$ cat src/rtl/core/mf35_pkg.sv
`timescale 1ns / 1ps
// Shared constants and types for the 3/5-tap median filter.
// No dependencies.
package mf35_pkg;

   localparam int DATA_WIDTH_DEF = 32;
   localparam int SAMPLE_W       = 32;
   localparam int TAPS           = 5;
   localparam int CELLS          = TAPS - 1;

   // window_mode register codes
   localparam logic MODE_TAP3 = 1'b0;
   localparam logic MODE_TAP5 = 1'b1;

   // job kinds held in the issue mask, bit index = kind
   localparam int JOB_CENTRE = 0;
   localparam int JOB_TAIL1  = 1;
   localparam int JOB_TAIL2  = 2;

   typedef struct packed {
      logic tap3;
      logic eos;
   } mf35_ctl_type;

endpackage

$ cat src/rtl/core/mf35_cell.sv
`timescale 1ns / 1ps
// One window cell: holds a past sample and its filled flag, and forwards
// the edge-replicated tap along the chain. Depends on mf35_pkg.
module mf35_cell import mf35_pkg::*; #(
   parameter int DATA_WIDTH = DATA_WIDTH_DEF
) (
   input  logic                  clock,
   input  logic                  reset,
   input  logic                  shift_en,
   input  logic                  clear,
   input  logic [DATA_WIDTH-1:0] din,
   input  logic                  vin,
   input  logic [DATA_WIDTH-1:0] tap_in,
   output logic [DATA_WIDTH-1:0] dout,
   output logic                  vout,
   output logic [DATA_WIDTH-1:0] tap_out
);

   logic [DATA_WIDTH-1:0] sample_ff;
   logic                  valid_ff;

   always_ff @(posedge clock) begin
      if (reset) begin
         valid_ff <= 1'b0;
      end else if (clear) begin
         valid_ff <= 1'b0;
      end else if (shift_en) begin
         valid_ff <= vin;
      end
   end

   always_ff @(posedge clock) begin
      if (shift_en) begin
         sample_ff <= din;
      end
   end

   assign dout    = sample_ff;
   assign vout    = valid_ff;
   // empty slot replicates the segment's first sample from further up
   assign tap_out = valid_ff ? sample_ff : tap_in;

endmodule

$ cat config.mk
export PLATFORM = sky130hd
export DESIGN_NAME = mf35_cell
export DESIGN_NICKNAME = d
export VERILOG_FILES = /design/src/rtl/core/mf35_pkg.sv /design/src/rtl/core/mf35_cell.sv
export SDC_FILE = /design/constraint.sdc
export NUM_CORES = 1
export LEC_CHECK = 0
export ABC_AREA = 1
export BUFFER_PORTS_ARGS = -buffer_cell sky130_fd_sc_hd__buf_2
export CAP_MARGIN = 20
export CORE_ASPECT_RATIO = 2
export CORE_UTILIZATION = 35
export CTS_CLUSTER_SIZE = 12
export DETAILED_ROUTE_END_ITERATION = 8
export PLACE_DENSITY = 0.79
export RECOVER_POWER = 100
export SYNTH_ARGS = -nofsm -noshare
export SYNTH_HDL_FRONTEND = slang
export SYNTH_SLANG_ARGS = --single-unit
export TNS_END_PERCENT = 1
$ cat constraint.sdc
create_clock -name clock -period 2.31 [get_ports clock]
set_input_delay 0.5775 -clock clock [delete_from_list [all_inputs] [get_ports clock]]
set_output_delay 0.5775 -clock clock [all_outputs]
set_load 0.02 [all_outputs]
# [Yosys cells after proc, flatten, opt, wreduce, memory -nomap -nowiden]
# Cells that the tools add are included.
[totals] regBits=33 latch_bits=0 output_inout_bits=65 romBits=0 ramBits=0 memories=0 word_cells=4
[op_classes] multipliers=0 div=0 eq_ne=0 n_addsub=0 mux=1 reduce_logical=1 magnitude_cmp=0 n_bitwise=0 n_shift=0
[op_table] operator="32-bit 2-to-1 mux" count=1
[op_table] operator="2-bit OR reduction" count=1

# [Depth between registers and ports, before layout]
[logic_depth] ltp_word=1 mapped_depth=4 depth_no_buf=4

# [Worst setup path after synthesis]
# No wires, ideal clock.
[synth_timing] path_kind="in2out" start="in tap_in[0]" end="out tap_out[0]" setup_slack_ps=660 required_ps=1732 t_arrival_ps=1073 path_buffers=0 stages=2 cell_sequence="inv_1 -> o21ai_0"
[synth_via] elab_chain_len=1
[synth_rtl] element="start: declaration" line="mf35_cell.sv:13" source="input logic [DATA_WIDTH-1:0] tap_in,"
[synth_rtl] element="32-bit 2-to-1 mux" line="mf35_cell.sv:41" source="assign tap_out = valid_ff ? sample_ff : tap_in;"
[synth_rtl] element="end: declaration" line="mf35_cell.sv:16" source="output logic [DATA_WIDTH-1:0] tap_out"
# No other way between the ends.

# [Final worst setup path]
[layout_timing] start="reg valid_ff (netlist: vout)" end="out tap_out[12]"
[layout_via] elab_chain_len=1
[layout_rtl] element="start: declaration" line="mf35_cell.sv:20" source="logic valid_ff;"
[layout_rtl] element="start signal: assignment" line="mf35_cell.sv:28" source="valid_ff <= vin;"
[layout_rtl] element="32-bit 2-to-1 mux" line="mf35_cell.sv:41"
# No other way between the ends.

==> flow_summary.ini <==
[timing]
maxSlewHeadroom_pct = 45.2
fin_crit_sh_pct = 86.2
rsz0062_at_grt = false
slew_violations = 0
hold_viol_final = 0
layout_setup_ws_ps = 320
tns_ps = 0
fmax_mhz = 502
setup_viol = 0
finalCriticalPeriod_ps = 1990
worstMarginPinSlew_ps = 822
fin_hold_ws_ps = 477
fin_skew_ps = 0

[finish]
final_layout_size_suffix_gt1_share_pct = 36.6
insertedDiodeCount = 0
design_area_mm2 = 0.00225
area_delta_synth_final_pct = 45.2
final_core_util_pct = 54.0
fin_nets = 347

[clock_network]
path_clk_slew_ps = 60
cts_tree = yes
clock_latency_ps = 270
cts_hold_buf = 0
cts_max_level = 2
post_cts_buffers = 0
clockRootBuffer = clkbuf_8
cts_buffer_depth = 2
cts_buffers = 5
cts_sinks = 33
cts.repair.resized = 0

[setup_path]
worst-r2r-cell-count = 3
r2r-end = vout
r2r_start = vout
rrSetupSlack_ps = 1420
crit_required_ps = 1730
crit_fanout = 36
end_kind = output port
crit_type = reg2out
crit_chain = buf_4, nand2_1, o21ai_2, clkbuf_1
start_kind = flip-flop
worstPathArrival_ps = 1410
crit_path_max_incr_delay_ps = 350
cp_slowest_cell = buf_4

[die]
dieWidth_um = 49.1
rows = 33
die_h_um = 96.2
initial_utilization_pct = 37.2
fp.dieArea_mm2 = 0.00472
io_pins = 134
core-area_mm2 = 0.00417

[placed_design]
gp_congestion = 0.850
dpl_worst_slack_ps = 690
port_buffers = 133
hpwl_um = 2900
place_area_mm2 = 0.00223

[worst_hold_path]
hp-start = din[3]
hp-class = in2reg
hold_end = dout[3]
holdPathStages = 1

[pwr]
irDropWorstVdd_uv = 571
leakage_uw = 0.00102
power.density_mw_per_mm2 = 670

[global_routing]
grt_pass1_wl_um = 5370
grt_remaining_overflow = 0
grt_pass1_vias = 1254
busiest_layer = met2
met3_usage_pct = 3.63
antenna_found_initial = 0
grtUsageMet2_pct = 28.8
grt_max_degree = 37
grtUsageMet1_pct = 14.8
grt_usage_pct = 15.2

[yosys]
yosysSeqAreaShare_pct = 63.2
synth.distinct_cells = 10
syn_area_mm2 = 0.00155
synth_seq_cells = 33
netlist_instances = 142
yosysWarnings = 0
syn_avg_cell_area_um2 = 10.9
syn-num-nets = 211

[detailed_routing]
firstDrtPassIters = 4
drc_errors = 0
avgViaCountPerCell = 4.32
vias = 1431
routed_wl_um = 3680
wl_per_cell_um = 11.1
antenna_left = 0
drt-initial-drc-count = 27

[run]
max_cap_violations = 0

[status]
status = finished, final reports clean
==> kinds of logic after synthesis <==
| family | count (synthesis) | share of synthesized area, % |
|---|---|---|
| flip-flops | 33 | 63.2 |
| AO/OA/AOI/OAI | 32 | 15.2 |
| buffers and inverters | 40 | 12.7 |
| AND/OR/NAND/NOR | 37 | 8.95 |
==> layout make-up <==
type                    instances  area (µm²)
clock inverters                 1        5.00
repair buffers                136         607
flip-flops and latches         33         982
well taps                      52        65.1
inverters                      33         124
fillers                       422        1920
clock buffers                   7        96.3
multi-input cells              69         374
==> placed cells by master (no fill, tap or decap) <==
cell / instances
buf_2: 70
buf_4: 2
clkbuf_1: 63
clkbuf_2: 1
clkbuf_8: 7
clkinv_2: 1
dfxtp_2: 1
edfxtp_1: 32
inv_1: 33
nand2_1: 34
nor2_1: 3
o21ai_0: 8
o21ai_1: 4
o21ai_2: 20
==> synthesized netlist by cell type (all sizes together) <==
master / instances / area share, %
buf: 7 / 4.7
dfxtp: 1 / 1.3
edfxtp: 32 / 62
inv: 33 / 8.0
nand2: 34 / 8.2
nor2: 3 / 0.73
o21ai: 32 / 15
==> routing by layer <==
metal	part of all wire, %	wire (µm)
met1	35	1270
met2	59	2160
met3	5.7	208
met4	1.1	42
met5	0	0
==> worst max-delay path: cells and delay by family (launching register included) <==
kind	cells	cell delay (ps)
flip-flops	1	320
buffers and inverters	2	590
AO/OA/AOI/OAI	1	80
AND/OR/NAND/NOR	1	130
==> registers in the layout, summed over array words and instances (netlist names) <==
register,flops
dout,32
vout,1
==> metrics by stage <==
| step | total power [µW] | cells |
|---|---|---|
| CTS | 1550 | 331 |
| global placement | 1080 | 323 |
| detailed placement | 1080 | 323 |
| floorplan | 935 | 142 |
| global route | 1580 | 331 |
| finish | 1510 | 331 |
==> power by group <==
| part | leakage (µW) | total, µW | switching [µW] | internal, µW |
|---|---|---|---|---|
| clock | 0.0000542 | 462 | 193 | 269 |
| combinational | 0.000648 | 314 | 212 | 103 |
| sequential | 0.000322 | 734 | 23.6 | 711 |
| total | 0.00102 | 1510 | 428 | 1080 |
==> how the worst max path moves through the flow <==
stage / from / endpoint / slack [ps] / cells past startpoint
floorplan: tap_in[0] / tap_out[0] / 660 / 2
global placement: vout / tap_out[27] / 730 / 4
detailed placement: vout / tap_out[12] / 690 / 4
CTS: vout / tap_out[12] / 380 / 4
global route: vout / tap_out[17] / 210 / 4
finish: vout / tap_out[12] / 320 / 4
(Power assumes the default switching activity.)
