<file path="src/rtl/core/mf35_pkg.sv">
`timescale 1ns / 1ps
// Shared constants and types for the 3/5-tap median filter.
// No dependencies.
package mf35_pkg;

   localparam int DATA_WIDTH_DEF = 32;
   localparam int SAMPLE_W       = 32;
   localparam int TAPS           = 5;
   localparam int CELLS          = TAPS - 1;

   // window_mode register codes
   localparam logic MODE_TAP3 = 1'b0;
   localparam logic MODE_TAP5 = 1'b1;

   // job kinds held in the issue mask, bit index = kind
   localparam int JOB_CENTRE = 0;
   localparam int JOB_TAIL1  = 1;
   localparam int JOB_TAIL2  = 2;

   typedef struct packed {
      logic tap3;
      logic eos;
   } mf35_ctl_type;

endpackage

</file>
<file path="src/rtl/core/mf35_median.sv">
`timescale 1ns / 1ps
// Median pipeline: operand register, pairwise compare register, rank
// select into the output register. Depends on mf35_pkg.
module mf35_median import mf35_pkg::*; #(
   parameter int DATA_WIDTH = DATA_WIDTH_DEF
) (
   input  logic                            clock,
   input  logic                            reset,
   input  logic                            in_valid,
   output logic                            in_ready,
   input  logic [TAPS-1:0][DATA_WIDTH-1:0] in_vals,
   input  mf35_ctl_type                    in_ctl,
   output logic                            out_valid,
   input  logic                            out_ready,
   output logic [SAMPLE_W-1:0]             out_data,
   output logic                            out_eos
);

   logic                            m1_v_ff;
   logic [TAPS-1:0][DATA_WIDTH-1:0] m1_vals_ff;
   mf35_ctl_type                    m1_ctl_ff;

   logic                            m2_v_ff;
   logic [TAPS-1:0][DATA_WIDTH-1:0] m2_vals_ff;
   logic [TAPS-1:0][TAPS-1:0]       m2_bf_ff;
   logic [TAPS-1:0][TAPS-1:0]       m2_bf_in;
   mf35_ctl_type                    m2_ctl_ff;

   logic                            o_v_ff;
   logic [SAMPLE_W-1:0]             o_data_ff;
   logic [SAMPLE_W-1:0]             o_data_in;
   logic                            o_eos_ff;

   logic o_ready, m2_ready, m1_ready;

   assign o_ready  = !o_v_ff || out_ready;
   assign m2_ready = !m2_v_ff || o_ready;
   assign m1_ready = !m1_v_ff || m2_ready;
   assign in_ready = m1_ready;

   // bf[i][j]: value j ranks before value i (ties broken by slot)
   always_comb begin
      m2_bf_in = '0;
      for (int i = 0; i < TAPS; i++) begin
         for (int j = 0; j < TAPS; j++) begin
            if (j < i) begin
               m2_bf_in[i][j] = (m1_vals_ff[j] <= m1_vals_ff[i]);
            end else if (j > i) begin
               m2_bf_in[i][j] = (m1_vals_ff[j] < m1_vals_ff[i]);
            end
         end
      end
   end

   always_comb begin
      logic [2:0]            rank;
      logic [2:0]            target;
      logic                  hit;
      logic [DATA_WIDTH-1:0] sel;
      sel    = '0;
      target = m2_ctl_ff.tap3 ? 3'd1 : 3'd2;
      for (int i = 0; i < TAPS; i++) begin
         rank = '0;
         for (int j = 0; j < TAPS; j++) begin
            if (!(m2_ctl_ff.tap3 && j > 2)) begin
               rank = rank + 3'(m2_bf_ff[i][j]);
            end
         end
         hit = (rank == target) && !(m2_ctl_ff.tap3 && i > 2);
         sel = sel | (m2_vals_ff[i] & {DATA_WIDTH{hit}});
      end
      o_data_in = SAMPLE_W'(sel);
   end

   always_ff @(posedge clock) begin
      if (reset) begin
         m1_v_ff <= 1'b0;
         m2_v_ff <= 1'b0;
         o_v_ff  <= 1'b0;
      end else begin
         if (m1_ready) m1_v_ff <= in_valid;
         if (m2_ready) m2_v_ff <= m1_v_ff;
         if (o_ready)  o_v_ff  <= m2_v_ff;
      end
   end

   always_ff @(posedge clock) begin
      if (m1_ready && in_valid) begin
         m1_vals_ff <= in_vals;
         m1_ctl_ff  <= in_ctl;
      end
      if (m2_ready && m1_v_ff) begin
         m2_vals_ff <= m1_vals_ff;
         m2_bf_ff   <= m2_bf_in;
         m2_ctl_ff  <= m1_ctl_ff;
      end
      if (o_ready && m2_v_ff) begin
         o_data_ff <= o_data_in;
         o_eos_ff  <= m2_ctl_ff.eos;
      end
   end

   assign out_valid = o_v_ff;
   assign out_data  = o_data_ff;
   assign out_eos   = o_eos_ff;

endmodule

</file>
<file path="config.mk">
export PLATFORM = sky130hd
export DESIGN_NAME = mf35_median
export DESIGN_NICKNAME = d
export VERILOG_FILES = /design/src/rtl/core/mf35_pkg.sv /design/src/rtl/core/mf35_median.sv
export SDC_FILE = /design/constraint.sdc
export NUM_CORES = 1
export LEC_CHECK = 0
export BUFFER_PORTS_ARGS = -buffer_cell sky130_fd_sc_hd__buf_2
export CORE_MARGIN = 4
export CORE_UTILIZATION = 53
export DETAILED_ROUTE_END_ITERATION = 10
export GPL_TIMING_DRIVEN = 0
export PLACE_DENSITY = 0.73
export SLEW_MARGIN = 15
export SYNTH_ARGS = -nofsm -noshare
export SYNTH_HDL_FRONTEND = slang
export SYNTH_SLANG_ARGS = --single-unit
</file>
<file path="constraint.sdc">
create_clock -name clock -period 28 [get_ports clock]
set_input_delay 5.6 -clock clock [delete_from_list [all_inputs] [get_ports clock]]
set_output_delay 5.6 -clock clock [all_outputs]
set_load 0.01 [all_outputs]
</file>
== Word level (Yosys, flattened, before mapping) ==
Cells that the tools add are included.
Operators by class
  add/subtract/negate cells: 15
  magnitude comparators: 20
  eq/ne operators: 5
  mux-type cells: 9
  bitwise operators: 9
  reductions and logical operators: 12
Operator list (number)
  <= comparator 32 bit: 10
  less-than comparator 32 bit: 10
  bitwise AND 32 bit: 5
  OR 32 bit: 4
  two-way mux 3 bit: 8
  adder 2 x 1 -> 3 bit: 5
  adder 3 x 1 -> 3 bit: 5
  equality test 3 x 2 -> 1 bit: 5
  adder 1 x 1 -> 2 bit: 5
  logical AND 1 bit: 5
  logical NOT 1 bit: 4
  logical OR 1 bit: 3
  two-way mux 2 bit: 1
Word-level totals
  register bits after elaboration: 380
  bits of input ports: 166
  output and inout bits: 35

== Logic depth before layout (Yosys ltp) ==
Gate-level depths: netlist of run 1.
  depth in word-level cells: 11
  gate-level depth with buffers: 11
  mapped depth without buffers: 10

== Worst setup path before layout of run 1 ==
OpenSTA, ideal clock, no wires.
  path kind: input to register
  start point: in out_ready
  end point: reg m2_bf_ff[10] (netlist bit), enable pin
  setup time: 1.002 ns
  arrival: 18.809 ns
  required time: 26.998 ns
  path slack: 8.188 ns
  cell stages on the path: 2
  path buffers: 0
  path through: nor2b_1 > a21boi_0
Between the ends
  cells in the longest elaborated chain, start to end: 3
RTL lines
  from (decl): RTL line mf35_median.sv:14  | input logic out_ready,
  logical OR 1 bit: RTL line mf35_median.sv:36  | assign o_ready = !o_v_ff || out_ready;
  logical OR 1 bit: RTL line mf35_median.sv:37  | assign m2_ready = !m2_v_ff || o_ready;
  logical AND 1 bit: RTL line mf35_median.sv:92  | if (m2_ready && m1_v_ff) begin
  to (signal assigned): RTL line mf35_median.sv:94  | m2_bf_ff <= m2_bf_in;
  to (decl): RTL line mf35_median.sv:25  | logic [TAPS-1:0][TAPS-1:0] m2_bf_ff;
No other way between the ends.
A chain may end at the register's enable or synchronous reset.

== Worst setup path after layout of run 1 ==
  start point: in out_ready
  end point: out in_ready
Between the ends
  cells in the longest elaborated chain, start to end: 3
RTL lines
  logical OR 1 bit: RTL line mf35_median.sv:36
  logical OR 1 bit: RTL line mf35_median.sv:37
  logical OR 1 bit: RTL line mf35_median.sv:38  | assign m1_ready = !m1_v_ff || m2_ready;
  to (decl): RTL line mf35_median.sv:10  | output logic in_ready,
No other way between the ends.

==> results of run 1 <==
cell families after synthesis:
kind of cell	count (synthesis)	synth area share, %
mux	4	0.211
buf+inv	168	3.16
xor+xnor	3	0.130
flops	380	56.5
compound gates	326	11.1
simple gates	283	7.42
fa+ha+maj	344	21.5
power breakdown:
part	leakage, nW	internal (mW)	switching (mW)
combinational	5.64	0.104	0.153
clock	0.633	0.306	0.216
sequential	3.62	0.675	0.0362
path summary, 6_finish.rpt:
check,slack [ns],depth (start not counted),endpoint
worst max-delay path,15.78,4,in_ready
worst min-delay path,0.42,0,out_eos
worst max register to register,24.52,11,out_data[23]
worst min register to register,0.42,0,out_eos
layout make-up:
type / instances / share of cell area, %
Buffer: 17 / 0.298
Clock buffer: 47 / 4.64
Clock inverter: 23 / 0.840
Inverter: 151 / 2.41
Multi-Input combinational cell: 960 / 34.7
Sequential cell: 380 / 48.4
Tap cell: 511 / 2.72
Timing Repair Buffer: 216 / 6.01
metal layers:
layer / routed length (um) / global-route usage (%)
met5: 13 / 0
met4: 1160 / 6.52
met3: 4310 / 4.07
met2: 23600 / 39.4
met1: 23600 / 38.0
registers in the layout, indices dropped and copies added (netlist names):
signal and flops:
m2_ctl_ff 2, m2_bf_ff 20, out_valid 1, m1_vals_ff 160, m2_vals_ff 160, m2_v_ff 1, m1_v_ff 1, out_data 32
out_eos 1, m1_ctl_ff 2
cells in the final DEF, fill, tap and decap left out, drive strengths merged, types with 3 or more instances in the layout:
cell type and instances:
a2111o 16, a21boi 9, a21o 12, a21oi 124, a221o 12, a221oi 8, a222oi 32, a22oi 32
a31oi 11, and4 15, buf 220, bufinv 3, clkbuf 60, clkinv 16, dfxtp 3, edfxtp 377
fa 5, ha 339, inv 153, nand2 96, nand2b 8, nand3 48, nand3b 3, nand4 60
nor2 27, nor2b 10, o211ai 8, o21a 10, o21ai 40, or4 8, xnor2 3
stage by stage:
stage          utilization [%]  cell area [sq um]  hold WS (ns)  worst slack [ns]
2_1_floorplan                -              20200         0.400              8.19
3_3_place_gp              58.0              21800         0.406              3.23
3_5_place_dp              59.2              22200         0.416             15.76
4_1_cts                   62.6              23500         0.429             15.77
5_1_grt                   62.6              23500         0.438             15.71
6_report                  62.6              23500         0.424             15.78
worst max-delay path, stage by stage:
cell and delay [ns]:
buf_2 0.10, nor2b_1 0.55, nand3_1 0.18, buf_2 0.18
==> qor.csv, run 1 <==
stage;metric;value;unit
setup_path;Setup CP Type;input port to output pin;
hold_path;Hold Path Class;register to register;
die;num ports;201;
grt;vias in the first global route;13611;
synth;share of the synthesized area in the top cell type;56.2;%
timing;Slew @ Worst Pin;0.940;ns
route;drt total wl;52700;um
cts;CTS Root Buffer Type;clkbuf_16;
timing;RSZ-0062 raised after global routing;no;
cts;total CTS buffers;41;
grt;initial antenna violation count;1;
setup_path;reg-to-reg critical path startpoint;m2_bf_ff[8];
die;DIE AREA;0.0412;sq mm
pwr;Lkg Pwr;9.90;nW
synth;mean post-synth cell area;13.4;sq um
synth;Mapped Area;0.0202;sq mm
placement;RD Place Congestion;0.944;
placement;DP Wirelength;40300;um
final_layout;register area;0.0114;sq mm
die;row count;71;
synth;top post-synthesis cells by count;edfxtp_1 (377), ha_1 (339), inv_1 (151);
route;Iter 0 DRT Violations;1251;
hold_path;Hold Crit Start;m2_ctl_ff[0];
timing;max frequency;81.9;MHz
final_layout;# diodes;0;
synth;number of synthesized flops with an enable pin;377;
synth;Async SR Flop Fraction;0;%
pwr;PwrDens;63.4;mW/mm^2
grt;gr ovfl total;0;
cts;hold buffer count at cts;0;
cts;CTS tree;built;
synth;syn nets;2018;
pwr;Power Total;1.49;mW
die;die width;203;um
setup_path;kind of end point of the critical path;output pin;
die;Initial Util;53.6;%
run_status;outcome;finished, final reports clean;
cts;H-tree lvl count;2;
final_layout;Multi-input gate area;0.00817;sq mm
timing;Final setup viols;0;
setup_path;WP data required;22.40;ns
pwr;VDD IR-drop max;0.0000668;V
timing;Hold Vio Cnt, Final;0;
final_layout;Area growth, synth to finish;16.7;%
route;antenna-violating nets left;0;
cts;Clock Path Buffers;3;
synth;Area contributors post-synth;edfxtp_1 (56%), ha_1 (21%), a21oi_1 (3.0%);
placement;# port buffers;200;
timing;Final Skew;0.0219;ns
placement;Placed Instances;2235;
synth;Yosys cell types;45;
synth;Most used DFF post-synth;edfxtp_1;
final_layout;Filler cells;2888;
grt;largest net degree at the start of global routing;28;
route;DR WL/cell;22.9;um
final_layout;fin cells;2305;
die;Die Y;203;um
timing;crit path time final;12.22;ns
route;routed vias;13708;
cts;CTS Sinks;380;
synth;sequential element share of the synthesized area;56.5;%
synth;Yosys reg bits;380;
grt;first-pass GRT wire length;79700;um
synth;Cells after Synth;1508;
cts;Clock transition at path regs;0.05;ns
synth;YS warnings;0;
synth;Yosys top cell by area;edfxtp_1;
final_layout;share of layout cells above drive strength 1;16.6;%
job;max-cap violations;0;
timing;setup_tns;0;ns
synth;top-count cell post-synth;edfxtp_1;
die;Core Region;0.0376;sq mm
timing;Slew headroom;37.3;%
route;drt drc;0;
cts;worst skew pair latency;0.56;ns
setup_path;worst setup path startpoint;out_ready;
grt;total global-route track usage;25.5;%
final_layout;Nets;2277;
route;DRT Pass-1 Iters;6;
setup_path;Max FO, Critical Path;6;
timing;final period utilization;43.6;%
cts;post-CTS setup buffers;0;
cts;number of gates resized after CTS;0;
timing;Final Max Tran Viols;0;
setup_path;CP startpoint kind;input port;
setup_path;Arr. time, crit path;6.62;ns
route;routed vias/inst;5.95;
Note: power is estimated with default switching activity, not from simulation.
==> run 2: changes to the inputs <==
==> constraint.sdc (replaced) <==
create_clock -name clock -period 12.6 [get_ports clock]
set_input_delay 2.52 -clock clock [delete_from_list [all_inputs] [get_ports clock]]
set_output_delay 2.52 -clock clock [all_outputs]
set_load 0.01 [all_outputs]
==> run 2 against run 1 <==
  * Final cell count barely moved
  * Sequential power rose by 120%
  * Highest routed layer is now met4
  * Critical path depth did not move
  * Register-to-register slack got worse by 15 ns
==> qor.csv, run 2 (synthesis gave the netlist of run 1 again) <==
stage;metric;value;unit;change
final_layout;commonest non-fill, non-tap cell in the layout;edfxtp_1;;unchanged
final_layout;Filler cells;2833;;was 2,888
timing;final period utilization;48.2;%;
grt;first-pass GRT wire length;79200;um;was 79,700 um
grt;gr ovfl total;0;;unchanged
setup_path;WP data required;10.08;ns;was 22.40 ns
cts;total CTS buffers;40;;was 41
setup_path;Arr. time, crit path;3.55;ns;was 6.62 ns
route;drt drc;0;;unchanged
setup_path;Max FO, Critical Path;6;;unchanged
die;DIE AREA;0.0412;sq mm;unchanged
die;Die Y;203;um;unchanged
timing;max frequency;165;MHz;
cts;Clock Path Buffers;3;;unchanged
cts;CTS Sinks;380;;unchanged
timing;Slew headroom;37.9;%;was 37.3%
setup_path;Most Frequent Cell on Critical Path;buf_2;;unchanged
die;num ports;201;;unchanged
timing;Final Max Tran Viols;0;;unchanged
route;antenna-violating nets left;0;;unchanged
pwr;Clock power frac;35.4;%;was 35.0%
final_layout;share of layout cells above drive strength 1;16.7;%;was 16.6%
placement;RD Place Congestion;0.957;;was 0.944
setup_path;WP buf/inv;2;;unchanged
route;routed vias/inst;5.95;;about the same
final_layout;Area growth, synth to finish;16.9;%;was 16.7%
route;DR WL/cell;22.7;um;was 22.9 um
placement;# port buffers;200;;unchanged
route;DRT Pass-1 Iters;6;;unchanged
cts;hold buffer count at cts;0;;unchanged
final_layout;most frequent cells in the layout;edfxtp_1 (377), ha_1 (339), buf_2 (204);;unchanged
pwr;Lkg Pwr;9.91;nW;was 9.90 nW
timing;setup_tns;0;ns;unchanged
final_layout;register area;0.0114;sq mm;unchanged
timing;Final setup viols;0;;unchanged
grt;total global-route track usage;25.4;%;was 25.5%
timing;Final Skew;0.0174;ns;was 0.0219 ns
job;max-cap violations;0;;unchanged
grt;initial antenna violation count;1;;unchanged
cts;H-tree lvl count;2;;unchanged
setup_path;CP startpoint kind;input port;;unchanged
pwr;Switching Share;27.0;%;was 27.2%
final_layout;fin cells;2307;;was 2,305
pwr;Seq pwr share;47.5;%;was 47.7%
hold_path;Hold Path Class;register to register;;unchanged
die;row count;71;;unchanged
timing;crit path time final;6.07;ns;
cts;post-CTS setup buffers;0;;unchanged
setup_path;Setup CP Type;input port to output pin;;unchanged
pwr;Power Total;3.33;mW;was 1.49 mW
die;die width;203;um;unchanged
setup_path;kind of end point of the critical path;output pin;;unchanged
route;Iter 0 DRT Violations;1349;;was 1,251
final_layout;Multi-input gate area;0.00817;sq mm;unchanged
placement;Placed Instances;2235;;unchanged
timing;Slew @ Worst Pin;0.931;ns;was 0.940 ns
placement;DP Wirelength;40500;um;was 40,300 um
timing;hold_ws;0.418;ns;was 0.424 ns
die;Core Region;0.0376;sq mm;unchanged
final_layout;final core occ;62.7;%;was 62.6%
pwr;Comb pwr share;17.2;%;about the same
grt;largest net degree at the start of global routing;28;;unchanged
pwr;internal power;2.43;mW;was 1.09 mW
final_layout;# diodes;0;;unchanged
run_status;outcome;finished, final reports clean;;unchanged
timing;RSZ-0062 raised after global routing;no;;unchanged
die;Initial Util;53.6;%;unchanged
pwr;Switch Pwr;899;uW;was 405 uW
pwr;PwrDens;141;mW/mm^2;was 63.4 mW/mm^2
grt;vias in the first global route;13684;;was 13,611
route;drt total wl;52400;um;was 52,700 um
setup_path;max incr delay on CP;0.57;ns;was 0.55 ns
cts;CTS tree;built;;unchanged
setup_path;critical path, cell by cell;buf_2 > nor2b_1 > nand3_1 > buf_2;;unchanged
cts;Clock transition at path regs;0.06;ns;was 0.05 ns
setup_path;CP top delay family;simple AND/OR/NAND/NOR gates;;unchanged
cts;worst skew pair latency;0.56;ns;about the same
cts;CTS Root Buffer Type;clkbuf_16;;unchanged
cts;number of gates resized after CTS;0;;unchanged
setup_path;CP max-delay cell;nor2b_1;;unchanged
final_layout;Nets;2276;;was 2,277
route;routed vias;13716;;was 13,708
pwr;VDD IR-drop max;0.000133;V;was 0.0000668 V
timing;Hold Vio Cnt, Final;0;;unchanged
## run 2: changes by cell type in the layout (fill, tap and decap cells not counted)
cell and change:
inv_6 +1, clkbuf_16 -2, clkinv_2 -1, clkinv_4 +2, bufinv_16 +2
## run 2: area by class of cell
cell class                 instances  area share (%)
sequential                       380            48.3
buffer                            17           0.297
tap                              511            2.71
timing repair buffer             216            6.00
clock buffer                      45            4.42
inverter                         151            2.41
clock inverter                    27            1.18
multi-input combinational        960            34.7
## run 2: metrics by stage
step                      setup WS, ns  instance area (sq um)
after floorplan                  0.672                  20200
after global placement           -2.61                  21800
after detailed placement          6.55                  22200
after CTS                         6.54                  23600
after global routing              6.44                  23600
final                             6.53                  23600
## run 2: power groups by stage
stage / Combinational (mW) / Clock, mW / Sequential, mW
2_1_floorplan: 0.357 / 0 / 1.59
3_3_place_gp: 0.521 / 0 / 1.63
3_5_place_dp: 0.562 / 0 / 1.61
4_1_cts: 0.568 / 1.21 / 1.58
5_1_grt: 0.646 / 1.26 / 1.59
6_report: 0.572 / 1.18 / 1.58
## run 2: final timing paths
check          startpoint     endpoint  slack [ns]  depth (start not counted)
min reg2reg  m2_ctl_ff[0]      out_eos        0.42                          0
max reg2reg   m2_bf_ff[5]  out_data[1]        9.10                         11
min          m2_ctl_ff[0]      out_eos        0.42                          0
max             out_ready     in_ready        6.53                          4
## run 2: metal layers
metal	part of all wire [%]	GRT usage [%]	up-vias
met5	0	0	-
met4	3.0	8.15	0
met3	7.4	4.34	89
met2	45	39.6	487
met1	44	36.6	6681
li1	-	-	6459
